===== src/hw/rtl/dic_ram.sv =====
// Generic simple dual-port RAM with registered read.
module dic_ram #(
    parameter int WIDTH = 8,
    parameter int DEPTH = 16
) (
    input  logic                     clk,
    input  logic                     we,
    input  logic [$clog2(DEPTH)-1:0] waddr,
    input  logic [WIDTH-1:0]         wdata,
    input  logic                     re,
    input  logic [$clog2(DEPTH)-1:0] raddr,
    output logic [WIDTH-1:0]         rdata
);

    logic [WIDTH-1:0] mem [DEPTH];
    logic [WIDTH-1:0] rdata_reg;

    // Write one entry, register the read data
    always_ff @(posedge clk)
    begin
        if (we)
        begin
            mem[waddr] <= wdata;
        end
        if (re)
        begin
            rdata_reg <= mem[raddr];
        end
    end

    assign rdata = rdata_reg;

endmodule


===== config.mk =====
export PLATFORM = sky130hd
export DESIGN_NAME = dic_ram
export DESIGN_NICKNAME = d
export VERILOG_FILES = /design/src/hw/rtl/dic_ram.sv
export SDC_FILE = /design/constraint.sdc
export NUM_CORES = 1
export LEC_CHECK = 0
export BUFFER_PORTS_ARGS = -buffer_cell sky130_fd_sc_hd__buf_2
export CAP_MARGIN = 10
export CORE_MARGIN = 8
export CORE_UTILIZATION = 50
export CTS_CLUSTER_DIAMETER = 200
export DETAILED_ROUTE_END_ITERATION = 6
export PLACE_DENSITY = 0.74
export SLEW_MARGIN = 10
export SYNTH_ARGS = -nofsm -noshare
export SYNTH_HDL_FRONTEND = slang
export SYNTH_SLANG_ARGS = --single-unit

===== constraint.sdc =====
create_clock -name clk -period 2.2 [get_ports clk]
set_input_delay 0.11 -clock clk [delete_from_list [all_inputs] [get_ports clk]]
set_output_delay 0.11 -clock clk [all_outputs]
set_load 0.02 [all_outputs]

==> results.ini <==
[run_status]
status = finished clean

[synth]
synth_commonest_cells = edfxtp_1, mux4_2, a22oi_1
yosysWarnings = 0
synth_top_cells_by_area = edfxtp_1, mux4_2, mux4_1
synthCells = 229
synth-edff-count = 136
synth.largest_area_cell = edfxtp_1
yosysTopAreaCellShare = 0.781
yosysSeqAreaShare = 0.781
synth_ff_type = edfxtp_1
synth.distinct_cells = 18
netlist_area_sq_um = 5230
synth.most_common_cell = edfxtp_1
async_flop_share = 0
synth.avg_cell_area_sq_um = 22.8
synth_fp_nets = 248
synth-seq-cells = 136

[layout]
regArea_sq_um = 4080
largest_reg_flops = 128
drive_gt1_frac = 0.292
utilization = 0.608
nFillCells = 695
layoutNonFillerInstCount = 441
final_area_sq_um = 6220
n_antenna_cell = 0
fin_nets = 311
multi_input_area_sq_um = 1060
syn_to_final_growth_pct = 19.0

[drt]
viasPerCell = 5.63
drt_first_pass_iters = 5
dr.max_layer_used = met4
dr.first_iter.drc_count = 239
drt-met1-wl_mm = 4.40
met3_length_microns = 549
wl_met2_mm = 4.99
ant_nets = 0
wl_per_cell_microns = 22.8
via_count = 2481
wl_mm = 10.1
drc = 0

[worst_setup_path]
startpoint_type = flop
worstSetupStartpoint = mem[10][0]
worst_ep_required_time_ns = 2.45
critPathMaxFanout = 1
critPathArrivalTime_ns = 1.81
end_kind = flop
worstSetupPathType = flop to flop
r2r-start = mem[10][0]

[die]
dieArea_sq_um = 14000
initial_utilization = 0.511
num_io_pins = 27
rows = 37
die_w_microns = 118
die_h_microns = 118
core_sq_um = 10200

[clock_tree]
numCtsBuffers = 17
cts_buffer_depth = 2
root_buffer = clkbuf_8
cts_hold_buf = 9
cts_setup_buffers = 0
tritoncts = built
clkSinkCount = 136
htreeDepth = 4
insertion_delay_ns = 0.52
cts.reportedPaths.clkPinSlew_ns = 0.06
cts_resized = 0

[timing]
fin_crit_sh = 0.708
fin_setup_tns_ns = 0
hold_viol = 0
hold_ws_ns = 0.139
worst_slack_ns = 0.643
slew_violations = 0
max_slew_margin = 0.491
tightest_slew_ns = 0.760
rsz0062_at_grt = false
fin_worst_skew_ns = 0.00746
fmax_ghz = 0.642
final-setup-viol-count = 0
min_period_ns = 1.56

[placed_design]
place_ws_ns = 0.220
place_area_sq_um = 5600
port_buffers = 26
dpl.hpwl_mm = 6.47
dpl.cell_count = 400
place.gp.congestion = 0.752

[run]
maxCapViolCount = 0

[power_and_ir_drop]
p_leak_nw = 2.11
power_mw = 5.78
vdd_drop_max_uv = 403
cellPowerDensity_nw_per_um2 = 929

[grt]
gr-total-overflow = 0
groute.usage.overall = 0.152
grt_pass1_vias = 2671
grt_pass1_wl_mm = 15.5
grt_max_degree = 17
antenna_found_initial = 0

[hold_path]
hold_start = waddr[0]
worst_hold_path_type = input pin to flop

worst max-delay path: stages, from the launching register on:
cell	delay (ns)
edfxtp_1	0.37
mux4_2	0.49
a22oi_1	0.36
nand2_1	0.09
routing by layer:
layer,up-vias,global-route usage
met4,0,0.0745
li1,1105,-
met3,11,0.0424
met2,87,0.241
met1,1278,0.189
met5,-,0
final cells by class:
cell class / instances / share of cell area
Sequential cell: 136 / 0.656
Multi-Input combinational cell: 83 / 0.170
Clock buffer: 21 / 0.0690
Timing Repair Buffer: 54 / 0.0603
Tap cell: 136 / 0.0273
Clock inverter: 11 / 0.0171
final timing paths:
kind / depth (start not counted) / slack (ns) / to
worst max-delay path: 3 / 0.64 / rdata[0]
worst min-delay path: 3 / 0.14 / mem[4][5]
worst max register to register: 3 / 0.64 / rdata[0]
worst min register to register: 3 / 0.76 / rdata[7]
logic make-up (layout without fill, tap and decap cells):
group | Yosys count | in the layout | share of synthesized area
flip-flops | 136 | 136 | 0.781
AND/OR/NAND/NOR | 35 | 35 | 0.0314
multiplexers | 32 | 32 | 0.148
AO/OA/AOI/OAI | 16 | 16 | 0.0230
buffers and inverters | 10 | 86 | 0.0165
power by group:
| group | internal [mW] | switching, mW |
|---|---|---|
| combinational | 0.124 | 0.174 |
| clock | 1.59 | 0.960 |
| sequential | 2.92 | 0.0140 |
layout by cell type (no fill, tap or decap), types with 3 or more instances in the layout:
| master | n |
|---|---|
| nand2_1 | 9 |
| clkbuf_16 | 16 |
| buf_4 | 18 |
| mux4_2 | 18 |
| clkinv_2 | 4 |
| clkinv_1 | 3 |
| a22oi_1 | 16 |
| buf_2 | 26 |
| nor3_1 | 4 |
| dlygate4sd3_1 | 9 |
| clkbuf_1 | 4 |
| edfxtp_1 | 136 |
| mux4_1 | 14 |
| nor2_1 | 13 |
Note: power is estimated with default switching activity, not from simulation.
