`config.mk`:
```
export PLATFORM = sky130hd
export DESIGN_NAME = dic_scan
export DESIGN_NICKNAME = d
export VERILOG_FILES = /design/src/hw/rtl/dic_pkg.sv /design/src/hw/rtl/dic_scan.sv
export SDC_FILE = /design/constraint.sdc
export NUM_CORES = 1
export LEC_CHECK = 0
export BUFFER_PORTS_ARGS = -buffer_cell sky130_fd_sc_hd__buf_2
export CAP_MARGIN = 30
export CORE_MARGIN = 2
export CORE_UTILIZATION = 45
export CTS_CLUSTER_DIAMETER = 100
export DETAILED_ROUTE_END_ITERATION = 8
export PLACE_DENSITY_LB_ADDON = 0.3
export SLEW_MARGIN = 20
export SYNTH_ARGS = -nofsm -noshare
export SYNTH_HDL_FRONTEND = slang
export SYNTH_SLANG_ARGS = --single-unit
```
`constraint.sdc`:
```
create_clock -name clk -period 5.9 [get_ports clk]
set_clock_uncertainty 0.05 [all_clocks]
set_input_delay 0.59 -clock clk [delete_from_list [all_inputs] [get_ports clk]]
set_output_delay 0.59 -clock clk [all_outputs]
set_load 0.03 [all_outputs]
```
`src/hw/rtl/dic_pkg.sv`:
```
// Shared types and constants for the dynamic inversion counter.
package dic_pkg;

    // Item value width and result field widths
    localparam int VAL_W     = 11;
    localparam int OP_W      = 2;
    localparam int CNT_OUT_W = 19;
    localparam logic [CNT_OUT_W-1:0] CNT_MAX = '1;

    // Operation codes carried on the input tuser
    localparam logic [OP_W-1:0] OP_APPEND = 2'd0;
    localparam logic [OP_W-1:0] OP_DELETE = 2'd1;
    localparam logic [OP_W-1:0] OP_CLEAR  = 2'd2;
    localparam logic [OP_W-1:0] OP_BAD    = 2'd3;

    // Result status codes
    localparam logic STAT_OK  = 1'b0;
    localparam logic STAT_ERR = 1'b1;

    // Status from the position scanner to the controller
    typedef struct packed {
        logic done;
        logic key_present;
    } scan_stat_t;

endpackage

```
`src/hw/rtl/dic_scan.sv`:
```
// Position scanner: walks the loaded positions and counts inversions against a key.
module dic_scan #(
    parameter int MAX_ITEMS = 1024
) (
    input  logic                              clk,
    input  logic                              rst_n,
    input  logic                              start,
    input  logic                              del_mode,
    input  logic [dic_pkg::VAL_W-1:0]         key,
    input  logic [$clog2(MAX_ITEMS)-1:0]      key_pos,
    input  logic [$clog2(MAX_ITEMS+1)-1:0]    limit,
    output logic                              rd_en,
    output logic [$clog2(MAX_ITEMS)-1:0]      rd_addr,
    input  logic [dic_pkg::VAL_W:0]           rd_data,
    output logic [$clog2(MAX_ITEMS+1)-1:0]    formed,
    output dic_pkg::scan_stat_t               stat
);
    import dic_pkg::*;

    localparam int POS_W = $clog2(MAX_ITEMS);
    localparam int CNT_W = $clog2(MAX_ITEMS+1);

    logic             active_reg;
    logic [CNT_W-1:0] issue_reg;
    logic             pend_reg;
    logic [POS_W-1:0] pidx_reg;
    logic [CNT_W-1:0] formed_reg;
    logic             keypres_reg;

    logic             more;
    logic             ent_present;
    logic [VAL_W-1:0] ent_val;
    logic             hit;
    logic             is_key;

    assign more    = issue_reg < limit;
    assign rd_en   = active_reg && more;
    assign rd_addr = issue_reg[POS_W-1:0];

    // Compare the entry returned by the position memory
    assign ent_present = rd_data[VAL_W];
    assign ent_val     = rd_data[VAL_W-1:0];
    assign is_key      = del_mode && (pidx_reg == key_pos);
    always_comb
    begin
        if (del_mode)
        begin
            hit = ((pidx_reg < key_pos) && (ent_val > key)) ||
                  ((pidx_reg > key_pos) && (ent_val < key));
        end
        else
        begin
            hit = ent_val > key;
        end
    end

    // Issue one read a cycle, accumulate one compare a cycle
    always_ff @(posedge clk or negedge rst_n)
    begin
        if (!rst_n)
        begin
            active_reg  <= 1'b0;
            issue_reg   <= '0;
            pend_reg    <= 1'b0;
            pidx_reg    <= '0;
            formed_reg  <= '0;
            keypres_reg <= 1'b0;
        end
        else if (start)
        begin
            active_reg  <= 1'b1;
            issue_reg   <= '0;
            pend_reg    <= 1'b0;
            formed_reg  <= '0;
            keypres_reg <= 1'b0;
        end
        else if (active_reg)
        begin
            pend_reg <= more;
            if (more)
            begin
                pidx_reg  <= issue_reg[POS_W-1:0];
                issue_reg <= issue_reg + CNT_W'(1);
            end
            if (pend_reg)
            begin
                if (is_key)
                begin
                    keypres_reg <= ent_present;
                end
                else if (ent_present && hit)
                begin
                    formed_reg <= formed_reg + CNT_W'(1);
                end
            end
            if (!more && !pend_reg)
            begin
                active_reg <= 1'b0;
            end
        end
    end

    assign formed           = formed_reg;
    assign stat.done        = active_reg && !more && !pend_reg;
    assign stat.key_present = keypres_reg;

endmodule

```
==> summary.txt, run 1 <==
Syn avg cell area: 9.23 um^2
VDD IR max: 179 uV
Initial DRT Pass Iterations: 4
Final Hold Fails: 0
Max Slew Vio Count: 0
Initial DRC count: 53
Antenna cells: 0
Clk Latency, worst-skew pair: 0.29 ns
Via count: 2208
Fraction of layout cells with a size suffix above 1: 28.4%
WP data arrival: 2.36 ns
Initial antenna violation count: 0
Max stage delay on crit path: 0.44 ns
GRT Overall Usage: 18.7%
Primary FF master, synth: dfrtp_1
Tmin final: 3.00 ns
CP Max Fanout: 22
Top post-synthesis cells by area: dfrtp_1 34%, ha_1 16%, inv_1 5.6%
Total Nets Final: 425
Post-synth top area cell: dfrtp_1
Max Clk Rate: 333 MHz
CTS Hold Bufs: 0
Most used cell, CP: a21o_1
Status: finished, final reports clean
Root buffer cell: clkbuf_8
# H-tree levels: 2
Hold slack: 0.329 ns
CTS Buf Count: 5
Port bufs: 71
Rows: 27
WL final: 5560 um
Post-CTS Setup Inserts: 0
DR vias/cell: 5.29
Synth Instances: 283
# clock sinks: 35
Resize count post-CTS: 0
Routed wire length per instance: 13.3 um
GP Congestion: 0.826
Finished layout cell area: 3070 um^2
Area growth syn-to-layout: 17.4%
Reg clk slew, reported paths: 0.08 ns
Unique cell type count in the Yosys netlist: 35
Largest net degree at the start of global routing: 36
Setup violators final: 0
Initial Utilization: 47.1%
RSZ-0062 raised after global routing: no
Post-DP HPWL: 4230 um
Share of the synthesized area in the top cell type: 33.5%
GRT overflow: 0
Rel. slew slack: 47.8%
Part of the cycle the worst path needs: 50.8%
Sequential share of the synthesized area: 33.5%
Register bit total from synthesis: 35
Max-cap violation count: 0
Power density over the cells: 183 nW/um^2
Critical Path Source Type: register
Core area: 5540 um^2
# fillers: 535
Crit-path slowest cell: dfrtp_1
CP Data Required Time: 5.26 ns
Top-count cell post-synth: inv_1
Hold WC Path Type: in2async
WS Path Type: reg2out
I/O pin cnt: 72
Buffer depth of the longest clock path: 2
Die Y: 80.2 um
Antenna Nets Post-Route: 0
P_leak: 1.64 nW
Synthesized net count: 364
Die area: 6430 um^2
Async set-reset flop share out of synthesis: 100%
Synthesized cell area: 2610 um^2
Setup TNS Final: 0 ns
CP cell instances: ha_1 -> a21o_1 -> a21o_1 -> a21o_1 -> a2111oi_2 -> nor2_1 -> buf_4 -> inv_1 -> buf_2
DIE WIDTH: 80.2 um
Crit path capture type: output port
Number of synthesized flops with an enable pin: 0
Post-DP Area: 2950 um^2
Global-route wire length before repair: 9380 um
Vias in the first global route: 2156
Detailed-route DRC error count: 0
Top cells by count, synth: 39 x inv_1, 35 x dfrtp_1, 33 x ha_1
Actual slew at the worst max-slew pin: 0.783 ns
TritonCTS clock tree: built
Syn. warnings: 0
## area by class of cell
type | count | area, um^2 | share of cell area (%)
clock inverters | 2 | 35.0 | 1.14
multi-input cells | 191 | 1470 | 48.0
inverters | 39 | 146 | 4.78
repair buffers | 72 | 363 | 11.8
clock buffers | 6 | 82.6 | 2.69
flip-flops and latches | 35 | 876 | 28.6
well taps | 72 | 90.1 | 2.94
## per-layer routing
layer / global-route usage (%) / part of all wire (%) / routed length (um)
met3: 3.82 / 3.7 / 205
met4: 6.10 / 1.5 / 85
met5: 0 / 0 / 0
met2: 32.2 / 50 / 2790
met1: 23.3 / 45 / 2480
## power breakdown
| part | switching, W | internal [W] |
|---|---|---|
| logic | 0.0000471 | 0.0000359 |
| clock network | 0.0000902 | 0.000137 |
| registers | 0.00000627 | 0.000245 |
| total | 0.000144 | 0.000417 |
## logic make-up after synthesis
group           count (synthesis)  synth area share [%]
compound gates                 58                  16.2
xor+xnor                       12                  4.03
buf+inv                        57                  10.1
flops                          35                  33.5
mux                            13                  5.41
fa+ha+maj                      33                  15.8
simple gates                   75                  14.9
## cell usage in the layout (no fill, tap or decap), drive strengths merged
cell type / synthesis / final
a21o: 6 / 6
nand2: 9 / 9
or4: 4 / 4
a2111o: 2 / 2
buf: 12 / 72
nor4: 1 / 1
dfrtp: 35 / 35
clkbuf: 6 / 6
nor2b: 1 / 1
nor2: 20 / 20
o31ai: 5 / 5
ha: 33 / 33
nand3: 11 / 11
inv: 39 / 39
a21oi: 18 / 18
and2: 1 / 1
or3: 4 / 4
xnor2: 9 / 9
clkinv: 0 / 1
and4: 1 / 1
o21ai: 13 / 13
nand2b: 4 / 4
a211oi: 8 / 8
nand3b: 1 / 1
a2111oi: 6 / 6
xor2: 3 / 3
and3: 3 / 3
bufinv: 0 / 1
mux2: 9 / 9
nand4: 10 / 10
mux2i: 4 / 4
nor3: 1 / 1
or2: 4 / 4
## final timing paths
path                         startpoint     endpoint  slack (ns)  cells after the start
max                        issue_reg[8]        rd_en        2.90                      9
min                               rst_n   active_reg        0.33                      1
max reg2reg                 pidx_reg[5]   formed[10]        3.06                      8
min reg2reg                 pidx_reg[1]  pidx_reg[1]        0.46                      1
max in group asynchronous         rst_n    formed[7]        4.97                      1
min in group clk            pidx_reg[1]  pidx_reg[1]        0.46                      1
## worst max-delay path, delay by kind of cell, from the launching register on
family                     cells  cell delay (ns)
adders and majority gates      1             0.31
DFF                            1             0.44
AOI/OAI and AO/OA              4             0.78
and+or+nand+nor                1             0.07
buffers and inverters          3             0.45
## per-stage QoR
stage          total power [W]  setup slack (ns)  cells  util [%]
2_1_floorplan         0.000311              2.91    283         -
3_3_place_gp          0.000338              2.79    409      53.2
3_5_place_dp          0.000340              2.71    409      53.2
4_1_cts               0.000566              2.87    417      55.3
5_1_grt               0.000593              2.76    417      55.3
6_report              0.000561              2.90    417      55.3
Power figures use the tool's default switching activity.
==> run 2, diff against run 1 <==
ABC_AREA = 1   (was not set)
clock period = 3.1 ns   (was 5.9 ns; I/O delays follow)
==> run 2 against run 1 <==
  * The flow now finishes with violations (DRC)
  * Setup slack got worse by 2.3 ns
  * Non-clock buffer count down 1
  * Sequential share of layout area fell by 2.8 points
  * Clock power increased by 57%
  * Critical path depth down 1
  * Via count is 20% higher
  * Utilization shrank 2.3 points
  * Register-to-register slack got worse by 2.1 ns
  * Sequential power is 90% higher
  * Critical path type unchanged
==> summary.txt, run 2 <==
Clk Latency, worst-skew pair: 0.28 ns
Top cells by count, synth: 80 x nand2_1, 78 x inv_1, 35 x dfrtp_1
DIE WIDTH: 85.8 um
Initial DRT Pass Iterations: 6
Initial DRC count: 130
GP Congestion: 0.795
Detailed-route DRC error count: 6
Worst reg-to-reg path cell count: 8
Rows: 29
Post-DP HPWL: 4900 um
Part of the cycle the worst path needs: 80.4%
Reg2reg end: pidx_reg[1]
Top post-synthesis cells by area: dfrtp_1 29%, ha_1 14%, nand2_1 10%
Syn avg cell area: 7.45 um^2
GRT Overall Usage: 17.9%
Setup violators final: 0
Core area: 6420 um^2
CTS Buf Count: 5
Primary FF master, synth: dfrtp_1
R2R Setup Slk: 1.01 ns
Async set-reset flop share out of synthesis: 100%
Power density over the cells: 299 nW/um^2
Rel. slew slack: 49.3%
Gr busiest metal: met2
RSZ-0062 raised after global routing: no
Antenna cells: 0
Sequential share of the synthesized area: 29.1%
WS Path Type: reg2out
Max Clk Rate: 401 MHz
Final Hold Fails: 0
Reg-to-Reg Start: issue_reg[6]
CP cell instances: ha_1 -> a21oi_1 -> o21ai_1 -> nand2_1 -> o211a_2 -> nand3_2 -> inv_1 -> buf_2
Share of the synthesized area in the top cell type: 29.1%
Failing checks: DRC
Max stage delay on crit path: 0.47 ns
# clock sinks: 35
Most frequent cells in the layout: 80 x nand2_1, 78 x inv_1, 71 x buf_2
Synthesized net count: 485
WP data arrival: 2.13 ns
Reg clk slew, reported paths: 0.07 ns
Number of synthesized flops with an enable pin: 0
Die Y: 85.8 um
Actual slew at the worst max-slew pin: 0.761 ns
Die area: 7360 um^2
Post-CTS Setup Inserts: 0
Root buffer cell: clkbuf_8
Met1 GRT Util: 23.0%
Synthesized cell area: 3010 um^2
P_leak: 2.01 nW
Max-cap violation count: 0
Global-route wire length before repair: 10900 um
Synth Instances: 404
Status: finished, violations left
Routed wire length per instance: 11.3 um
Unique cell type count in the Yosys netlist: 32
Finished layout cell area: 3400 um^2
Tmin final: 2.49 ns
CP Max Fanout: 14
Critical Path Source Type: register
VDD IR max: 155 uV
WL final: 6110 um
Port bufs: 71
CP Data Required Time: 2.74 ns
Resize count post-CTS: 0
Buffer depth of the longest clock path: 2
Max Slew Vio Count: 0
Initial antenna violation count: 0
Crit path capture type: output port
Register bit total from synthesis: 35
Fraction of layout cells with a size suffix above 1: 25.1%
Post-DP Area: 3300 um^2
Vias in the first global route: 2618
Hold WC Path Type: in2async
Top-count cell post-synth: nand2_1
Crit-path slowest cell: dfrtp_1
Via count: 2650
Largest net degree at the start of global routing: 38
Met3 Usage GRT: 2.98%
Commonest non-fill, non-tap cell in the layout: nand2_1
Antenna Nets Post-Route: 0
Setup TNS Final: 0 ns
Total Nets Final: 542
Placed cell count: 531
GRT overflow: 0
Initial Utilization: 46.9%
DR vias/cell: 4.92
Area growth syn-to-layout: 13.1%
I/O pin cnt: 72
Met2 GRT Util: 31.3%
CTS Hold Bufs: 0
Post-Layout Cell Count: 539
TritonCTS clock tree: built
Post-synth top area cell: dfrtp_1
# fillers: 646
Syn. warnings: 0
# H-tree levels: 2
run 2: worst max-delay path, delay by kind of cell (launching register included):
kind	cells	cell delay [ns]
AO/OA/AOI/OAI	3	0.41
adder cells (fa/ha/maj)	1	0.33
buffers and inverters	2	0.35
flip-flops	1	0.47
AND/OR/NAND/NOR	2	0.29
run 2: worst max path at each step:
stage | endpoint | start | slack (ns)
after floorplan | rd_en | issue_reg[6] | 1.26
after global placement | rd_en | issue_reg[6] | 0.93
after detailed placement | formed[0] | key[10] | 0.88
after CTS | rd_en | issue_reg[6] | 0.61
after global routing | rd_en | issue_reg[6] | 0.46
final | rd_en | issue_reg[6] | 0.61
run 2: cell families (layout without fill, tap and decap cells):
logic type | Yosys count | in the layout | share of synthesized area (%)
AND/OR/NAND/NOR | 185 | 185 | 31.0
buffers and inverters | 102 | 160 | 15.4
AO/OA/AOI/OAI | 35 | 35 | 6.69
flip-flops | 35 | 35 | 29.1
adder cells (fa/ha/maj) | 33 | 33 | 13.7
XOR/XNOR | 14 | 14 | 4.07
run 2: cell type report:
| cell class | instances | area, um^2 | share of cell area [%] |
|---|---|---|---|
| Multi-Input combinational cell | 267 | 1670 | 49.1 |
| Sequential cell | 35 | 876 | 25.7 |
| Clock buffer | 8 | 100 | 2.94 |
| Tap cell | 77 | 96.3 | 2.83 |
| Inverter | 81 | 304 | 8.93 |
| Timing Repair Buffer | 71 | 355 | 10.4 |
run 2: per-layer routing:
| metal | vias to the layer above | wire [um] |
|---|---|---|
| met3 | 7 | 300 |
| li1 | 1388 | - |
| met5 | - | 0 |
| met4 | 0 | 61 |
| met1 | 1185 | 2860 |
| met2 | 70 | 2890 |
run 2: report_power, final:
group          internal, W  switching (W)  total (W)
Combinational    0.0000682       0.000114   0.000182
Sequential        0.000466      0.0000118   0.000478
Clock             0.000203       0.000154   0.000357
run 2: through the flow:
stage	setup slack (ns)	total power (W)	hold slack, ns	util, %
after floorplan	1.26	0.000616	-0.0356	-
after global placement	0.929	0.000665	0.374	51.4
after detailed placement	0.883	0.000671	0.384	51.4
after CTS	0.613	0.00103	0.0788	53.0
after global routing	0.459	0.00108	0.113	53.0
final	0.607	0.00102	0.0370	53.0
